--- src/sv/bid_pkg.sv ---
`timescale 1ns / 1ps

package bid_pkg;

    localparam int unsigned BANK_W  = 32;
    localparam int unsigned PAD_W   = 96;

    localparam logic [1:0]  BANK_LO    = 2'd0;
    localparam logic [1:0]  BANK_MID   = 2'd1;
    localparam logic [1:0]  BANK_BASIC = 2'd2;
    localparam logic [1:0]  BANK_BAD   = 2'd3;
    localparam logic [31:0] BASIC_MASK = 32'h0000_00FF;

    typedef enum logic [1:0] {
        OP_REG = 2'd0,
        OP_EN  = 2'd1,
        OP_DIS = 2'd2,
        OP_SVC = 2'd3
    } t_op;

    typedef struct packed {
        t_op          op;
        logic [6:0]   irq;
        logic         err;
        logic [1:0]   bank;
        logic [31:0]  word;
    } t_cmd;

    function automatic logic [4:0] hi_bit(input logic [31:0] bits);
        logic [4:0] pos;
        pos = 5'd0;
        for (int i = 0; i < 32; i++) begin
            if (bits[i]) begin
                pos = 5'(i);
            end
        end
        return pos;
    endfunction

endpackage

--- src/sv/bid_front.sv ---
`timescale 1ns / 1ps

module bid_front #(
    parameter int NUM_IRQS = 72
) (
    input  logic [1:0]     i_opcode,
    input  logic [6:0]     i_irq_number,
    input  logic           i_handler_given,
    input  logic [1:0]     i_bank_select,
    input  logic           i_bank_flag,
    input  logic [31:0]    i_pending_word,
    output bid_pkg::t_cmd  o_cmd
);

    logic [31:0] word;
    logic        range_err;

    assign range_err = ({25'd0, i_irq_number} >= 32'(NUM_IRQS));

    always_comb begin
        word = i_bank_flag ? i_pending_word : 32'd0;
        if (i_bank_select == bid_pkg::BANK_BASIC) begin
            word = word & bid_pkg::BASIC_MASK;
        end
        o_cmd.op   = bid_pkg::t_op'(i_opcode);
        o_cmd.irq  = i_irq_number;
        o_cmd.bank = i_bank_select;
        o_cmd.word = word;
        unique case (bid_pkg::t_op'(i_opcode))
            bid_pkg::OP_REG:                 o_cmd.err = range_err | ~i_handler_given;
            bid_pkg::OP_EN, bid_pkg::OP_DIS: o_cmd.err = range_err;
            bid_pkg::OP_SVC:                 o_cmd.err = (i_bank_select == bid_pkg::BANK_BAD);
            default:                         o_cmd.err = 1'b1;
        endcase
    end

endmodule

--- src/sv/bid_queue.sv ---
`timescale 1ns / 1ps

module bid_queue (
    input  logic           i_clk,
    input  logic           i_rst_n,
    input  logic           i_push,
    input  bid_pkg::t_cmd  i_cmd,
    input  logic           i_pop,
    output logic           o_full,
    output logic           o_empty,
    output bid_pkg::t_cmd  o_cmd
);

    bid_pkg::t_cmd r_mem [2];
    logic          r_wr_ptr;
    logic          r_rd_ptr;
    logic [1:0]    r_count;
    logic          n_wr_ptr;
    logic          n_rd_ptr;
    logic [1:0]    n_count;

    assign o_full  = (r_count == 2'd2);
    assign o_empty = (r_count == 2'd0);
    assign o_cmd   = r_mem[r_rd_ptr];

    always_comb begin
        n_wr_ptr = i_push ? ~r_wr_ptr : r_wr_ptr;
        n_rd_ptr = i_pop ? ~r_rd_ptr : r_rd_ptr;
        n_count  = r_count + {1'b0, i_push} - {1'b0, i_pop};
    end

    always_ff @(posedge i_clk) begin
        if (i_push) begin
            r_mem[r_wr_ptr] <= i_cmd;
        end
    end

    always_ff @(posedge i_clk) begin
        if (!i_rst_n) begin
            r_wr_ptr <= 1'b0;
            r_rd_ptr <= 1'b0;
            r_count  <= 2'd0;
        end else begin
            r_wr_ptr <= n_wr_ptr;
            r_rd_ptr <= n_rd_ptr;
            r_count  <= n_count;
        end
    end

endmodule

--- src/sv/bid_back.sv ---
`timescale 1ns / 1ps

module bid_back #(
    parameter int NUM_IRQS = 72
) (
    input  logic           i_clk,
    input  logic           i_rst_n,
    input  logic           i_empty,
    input  bid_pkg::t_cmd  i_cmd,
    output logic           o_pop,
    output logic           o_strobe,
    output logic           o_dispatch,
    output logic [6:0]     o_irq_id,
    output logic           o_status,
    output logic           o_last
);

    typedef enum logic {
        S_IDLE,
        S_WALK
    } t_state;

    t_state                r_state;
    logic [NUM_IRQS-1:0]   r_en;
    logic [NUM_IRQS-1:0]   r_hd;
    logic [31:0]           r_bits;
    logic [1:0]            r_bank;
    logic                  r_strobe;
    logic                  r_dispatch;
    logic [6:0]            r_irq_id;
    logic                  r_status;
    logic                  r_last;

    logic [bid_pkg::PAD_W-1:0] en_pad;
    logic [bid_pkg::PAD_W-1:0] hd_pad;
    logic [31:0]               en_slice;
    logic [31:0]               hd_slice;
    logic [31:0]               eligible;
    logic [4:0]                pos;
    logic [31:0]               rest;

    for (genvar g = 0; g < bid_pkg::PAD_W; g++) begin : g_pad
        if (g < NUM_IRQS) begin : g_live
            assign en_pad[g] = r_en[g];
            assign hd_pad[g] = r_hd[g];
        end else begin : g_zero
            assign en_pad[g] = 1'b0;
            assign hd_pad[g] = 1'b0;
        end
    end

    always_comb begin
        unique case (i_cmd.bank)
            bid_pkg::BANK_LO: begin
                en_slice = en_pad[31:0];
                hd_slice = hd_pad[31:0];
            end
            bid_pkg::BANK_MID: begin
                en_slice = en_pad[63:32];
                hd_slice = hd_pad[63:32];
            end
            bid_pkg::BANK_BASIC: begin
                en_slice = en_pad[95:64];
                hd_slice = hd_pad[95:64];
            end
            default: begin
                en_slice = 32'd0;
                hd_slice = 32'd0;
            end
        endcase
        eligible = i_cmd.word & en_slice & hd_slice;
        pos      = bid_pkg::hi_bit(r_bits);
        rest     = r_bits & ~(32'd1 << pos);
    end

    assign o_pop      = (r_state == S_IDLE) && !i_empty;
    assign o_strobe   = r_strobe;
    assign o_dispatch = r_dispatch;
    assign o_irq_id   = r_irq_id;
    assign o_status   = r_status;
    assign o_last     = r_last;

    always_ff @(posedge i_clk) begin
        if (!i_rst_n) begin
            r_state    <= S_IDLE;
            r_en       <= '0;
            r_hd       <= '0;
            r_strobe   <= 1'b0;
            r_bits     <= 32'd0;
            r_bank     <= 2'd0;
            r_dispatch <= 1'b0;
            r_irq_id   <= 7'd0;
            r_status   <= 1'b0;
            r_last     <= 1'b0;
        end else begin
            r_strobe <= 1'b0;
            unique case (r_state)
                S_IDLE: begin
                    if (!i_empty) begin
                        if (i_cmd.op != bid_pkg::OP_SVC) begin
                            if (!i_cmd.err) begin
                                for (int i = 0; i < NUM_IRQS; i++) begin
                                    if (i_cmd.irq == 7'(i)) begin
                                        if (i_cmd.op == bid_pkg::OP_REG) begin
                                            r_hd[i] <= 1'b1;
                                        end else begin
                                            r_en[i] <= (i_cmd.op == bid_pkg::OP_EN);
                                        end
                                    end
                                end
                            end
                            r_strobe   <= 1'b1;
                            r_dispatch <= 1'b0;
                            r_irq_id   <= i_cmd.irq;
                            r_status   <= i_cmd.err;
                            r_last     <= 1'b1;
                        end else if (i_cmd.err || eligible == 32'd0) begin
                            r_strobe   <= 1'b1;
                            r_dispatch <= 1'b0;
                            r_irq_id   <= 7'd0;
                            r_status   <= i_cmd.err;
                            r_last     <= 1'b1;
                        end else begin
                            r_bits  <= eligible;
                            r_bank  <= i_cmd.bank;
                            r_state <= S_WALK;
                        end
                    end
                end
                S_WALK: begin
                    r_strobe   <= 1'b1;
                    r_dispatch <= 1'b1;
                    r_irq_id   <= {r_bank, pos};
                    r_status   <= 1'b0;
                    r_last     <= (rest == 32'd0);
                    r_bits     <= rest;
                    if (rest == 32'd0) begin
                        r_state <= S_IDLE;
                    end
                end
                default: r_state <= S_IDLE;
            endcase
        end
    end

endmodule

--- src/sv/banked_interrupt_dispatcher.sv ---
`timescale 1ns / 1ps
// Register/enable/disable/bad-bank items: the item is written to the queue, then the back end
// registers its single result. Service items: the back end loads the eligible pending bits,
// then walks them, one dispatch per cycle, highest IRQ first, until the last one is sent.
// The walk clears one pending bit per cycle; a 2-entry queue decouples it from new items.
// Results cannot be stalled by the receiver. Reset (synchronous) clears enables, handlers, queue.
module banked_interrupt_dispatcher #(
    parameter int NUM_IRQS = 72
) (
    input  logic        i_clk,
    input  logic        i_rst_n,
    input  logic        start,
    output logic        busy,
    input  logic [1:0]  i_opcode,
    input  logic [6:0]  i_irq_number,
    input  logic        i_handler_given,
    input  logic [1:0]  i_bank_select,
    input  logic        i_bank_flag,
    input  logic [31:0] i_pending_word,
    output logic        o_strobe,
    output logic        o_dispatch,
    output logic [6:0]  o_irq_id,
    output logic        o_status,
    output logic        o_last
);

    bid_pkg::t_cmd front_cmd;
    bid_pkg::t_cmd head_cmd;
    logic          q_full;
    logic          q_empty;
    logic          pop;

    assign busy = q_full;

    bid_front #(.NUM_IRQS(NUM_IRQS)) u_front (
        .i_opcode        (i_opcode),
        .i_irq_number    (i_irq_number),
        .i_handler_given (i_handler_given),
        .i_bank_select   (i_bank_select),
        .i_bank_flag     (i_bank_flag),
        .i_pending_word  (i_pending_word),
        .o_cmd           (front_cmd)
    );

    bid_queue u_queue (
        .i_clk   (i_clk),
        .i_rst_n (i_rst_n),
        .i_push  (start && !q_full),
        .i_cmd   (front_cmd),
        .i_pop   (pop),
        .o_full  (q_full),
        .o_empty (q_empty),
        .o_cmd   (head_cmd)
    );

    bid_back #(.NUM_IRQS(NUM_IRQS)) u_back (
        .i_clk      (i_clk),
        .i_rst_n    (i_rst_n),
        .i_empty    (q_empty),
        .i_cmd      (head_cmd),
        .o_pop      (pop),
        .o_strobe   (o_strobe),
        .o_dispatch (o_dispatch),
        .o_irq_id   (o_irq_id),
        .o_status   (o_status),
        .o_last     (o_last)
    );

endmodule

--- config.mk ---
export PLATFORM = sky130hd
export DESIGN_NAME = banked_interrupt_dispatcher
export DESIGN_NICKNAME = d
export VERILOG_FILES = /design/src/sv/bid_pkg.sv /design/src/sv/bid_front.sv /design/src/sv/bid_queue.sv /design/src/sv/bid_back.sv /design/src/sv/banked_interrupt_dispatcher.sv
export SDC_FILE = /design/constraint.sdc
export NUM_CORES = 1
export LEC_CHECK = 0
export BUFFER_PORTS_ARGS = -buffer_cell sky130_fd_sc_hd__buf_4
export CAP_MARGIN = 20
export CORE_MARGIN = 2
export CORE_UTILIZATION = 35
export CTS_CLUSTER_DIAMETER = 40
export DETAILED_ROUTE_END_ITERATION = 16
export PLACE_DENSITY_LB_ADDON = 0.2
export SLEW_MARGIN = 20
export SYNTH_ARGS = -nofsm -noshare
export SYNTH_HDL_FRONTEND = slang
export SYNTH_SLANG_ARGS = --single-unit
--- constraint.sdc ---
create_clock -name i_clk -period 2.7 [get_ports i_clk]
set_input_delay 0.135 -clock i_clk [delete_from_list [all_inputs] [get_ports i_clk]]
set_output_delay 0.135 -clock i_clk [all_outputs]
set_load 0.1 [all_outputs]
==> impl_metrics.tcl <==
set metrics [dict create \
    status "finished with violations" \
    violations "setup timing" \
    fin_total_pwr_uw 15000 \
    die_w_um 200 \
    reg2reg_from "u_queue.r_mem[1][32]" \
    finalHoldViolations 0 \
    r2r_slack_ps -600 \
    place.gp.congestion 0.907 \
    synth_top_family_by_area "simple AND/OR/NAND/NOR gates" \
    rsz0062_at_grt "true" \
    synth-simple-area-share_pct 21.4 \
    synth-compound-area-share_pct 20.8 \
    synth_xor_area_share_pct 0.393 \
    syn_nets 1514 \
    yosysMostFrequentCell "nor2_1" \
    synth_cell_types 88 \
    power_density_nw_per_um2 784 \
    leakage_uw 0.00722 \
    synth-seq-area-share_pct 48.9 \
    fp.dieH_um 200 \
    antenna_found_initial 0 \
    cts.clk_slew.worst_paths_ps 60 \
    crit_type "register to register" \
    period_share_pct 122 \
    synthTopCellsByArea "dfxtp_1 (29%), edfxtp_1 (20%), nor2_1 (10%)" \
    yosys_warnings 0 \
    dpl.hpwl_um 33600 \
    fmax_ghz 0.303 \
    syn_area_sq_um 13400 \
    synth_commonest_cells "nor2_1 (368), dfxtp_1 (195), edfxtp_1 (88), nand2_1 (80)" \
    cts.sinks 283 \
    grtUsageTotal_pct 24.5 \
    yosys.area_share.adder_pct 0.524 \
    vias 12900 \
    wire_per_inst_um 20.4 \
    critPathMaxFanout 8 \
    synth_edf_count 88 \
    cts_root_buf "clkbuf_16" \
    top_layer "met4" \
    tritoncts "yes" \
    drv_cap 0 \
    rows 71 \
    drv_slew 0 \
    start_util_pct 35.5 \
    required_ps 3180 \
    ys.flop_type "dfxtp_1" \
    routed-wl-met2_um 22400 \
    drt-met1-wl_um 21800 \
    wirelength_um 48500 \
    cp.arrival_ps 3780 \
    critical_path.startpoint "u_queue.r_mem[1][32]" \
    drtIter0Drc 1174 \
    first_pass_iters 8 \
    min_path_cells 2 \
    yosys.area.top_type "dfxtp_1" \
    fin_nets 1879 \
    cp-start-kind "register" \
    worst_pin_slew_ps 711 \
    fin_tns_setup_ps -23530 \
    synthMuxAreaShare_pct 4.02 \
    num_antenna_cells 0 \
    fin_ws_ps -597 \
    grt_max_degree 47 \
    ir_drop_mv 0.490 \
    reg2regPathDepth 12 \
    grt_pass1_wl_um 74200 \
    drive_gt1_share_pct 33.4 \
    ios 60 \
    critPathCaptureType "register" \
    core_area_sq_um 37700 \
    finClkSkew_ps 34.1 \
    grt_overflow 0 \
    vias_per_cell 5.42 \
    synth-async-reset-ratio_pct 0 \
    fin_crit_ps 3300 \
    met3_length_um 3020 \
    maxSlewHeadroom_pct 52.6 \
    first_global_vias 12500 \
    syn_inst 1462 \
    port_buffers 59 \
    worstHoldStart "i_irq_number[6]" \
    min_path_type "primary input to register" \
    clock_latency_ps 580 \
    h-tree-depth 2 \
    synth_seq_cells 283 \
    numCtsBuffers 47 \
    synth_area_per_cell_sq_um 9.15 \
    clock_path_buffers 3 \
    synth_top_area_share_pct 29.2 \
    syn2layout_area_growth_pct 43.2 \
    setup_violations 46 \
    dieArea_sq_um 39800 \
    drc_errors 0 \
    drtAntennaViolNets 0 \
]
state kept, by name (all words and copies together), names as in the netlist, named ones only:
| signal | cells |
|---|---|
| u_back.r_bits | 32 |
| u_back.r_hd | 72 |
| u_queue.r_wr_ptr | 1 |
| u_back.r_en | 72 |
| u_back.o_dispatch | 1 |
| u_queue.r_rd_ptr | 1 |
| u_back.o_irq_id | 7 |
| u_back.r_bank | 2 |
| u_queue.r_count | 2 |
| u_back.o_status | 1 |
| u_back.o_last | 1 |
| u_back.o_strobe | 1 |
| u_back.r_state | 1 |
| u_queue.r_mem | 88 |
layout by cell type (no fill, tap or decap), drive strengths merged, types with 5 or more instances in the layout:
cell type	instances
buf	360
nand3	19
o31ai	12
nand2	81
clkbuf	57
a21o	5
nor2	370
or2	12
a2111oi	5
a211oi	8
and2	43
nor4	15
or4	7
edfxtp	88
nand2b	8
a211o	6
o21ai	59
o211ai	13
nor3	20
inv	45
nand4	9
bufinv	6
a32o	8
o22ai	15
dfxtp	195
a221oi	10
o32ai	5
mux2	14
clkinv	9
dlygate4sd3	47
o221a	74
a221o	5
a21oi	61
mux2i	38
nor2b	12
a31oi	16
clkinvlp	6
or3	13
final cells by class:
cell class              instances  area [sq um]
fillers                      3512         18500
clock inverters                32           402
multi-input cells            1053          6720
flip-flops and latches        283          6550
well taps                     511           639
clock buffers                  56          1350
repair buffers                408          3370
inverters                      34           128
path summary, 6_finish.rpt:
path | end
min | u_queue.r_mem[0][41]
max reg2reg | u_back.r_bits[23]
max | u_back.r_bits[23]
min reg2reg | u_back.o_dispatch
critical path: stages (launching register included):
cell      delay, ps
edfxtp_1        440
and3b_2         280
buf_6           150
buf_4           160
o21ai_1         170
a221oi_2        120
a21o_1          180
or4b_4          540
nor4_4          380
buf_4           190
a21oi_4         100
or3_4           390
a21oi_2         110
logic make-up after synthesis:
logic type                 count (synthesis)
AOI/OAI and AO/OA                        358
xor gates and xnor gates                   6
adders and majority gates                  6
buffers and inverters                    127
DFF                                      283
muxes                                     52
and+or+nand+nor                          630
per-layer routing:
metal / up-vias / global-route usage, %
li1: 6105 / -
met2: 458 / 39.4
met5: - / 0
met1: 6249 / 33.7
met3: 82 / 3.83
met4: 0 / 7.93
where the power goes:
group | switching [uW] | total (uW) | internal, uW | leakage (uW)
clock network | 2300 | 6510 | 4210 | 0.000836
logic | 2270 | 3660 | 1390 | 0.00397
registers | 139 | 4850 | 4720 | 0.00241
total | 4710 | 15000 | 10300 | 0.00722
per-stage QoR:
stage / setup slack, ps / util (%) / instances / hold WS (ps) / instance area, sq um
CTS: -532 / 49.9 / 2369 / 266 / 18800
detailed placement: -743 / 43.3 / 2217 / 334 / 16300
global placement: -722 / 43.3 / 2217 / 329 / 16300
global route: -712 / 50.9 / 2377 / 288 / 19200
floorplan: -186 / - / 1462 / 234 / 13500
finish: -597 / 50.9 / 2377 / 292 / 19200
what timing repair did:
item                                    4_1_cts  5_1_grt
hold endpoints to repair                     99        0
cloned                                        1        1
hold buffers                                 47        0
buffers inserted                             17        7
gates resized for setup                      34       64
endpoints found under the setup margin       46      126
pin swaps                                    17       29
No activity file was read; power rests on OpenSTA's default activity.
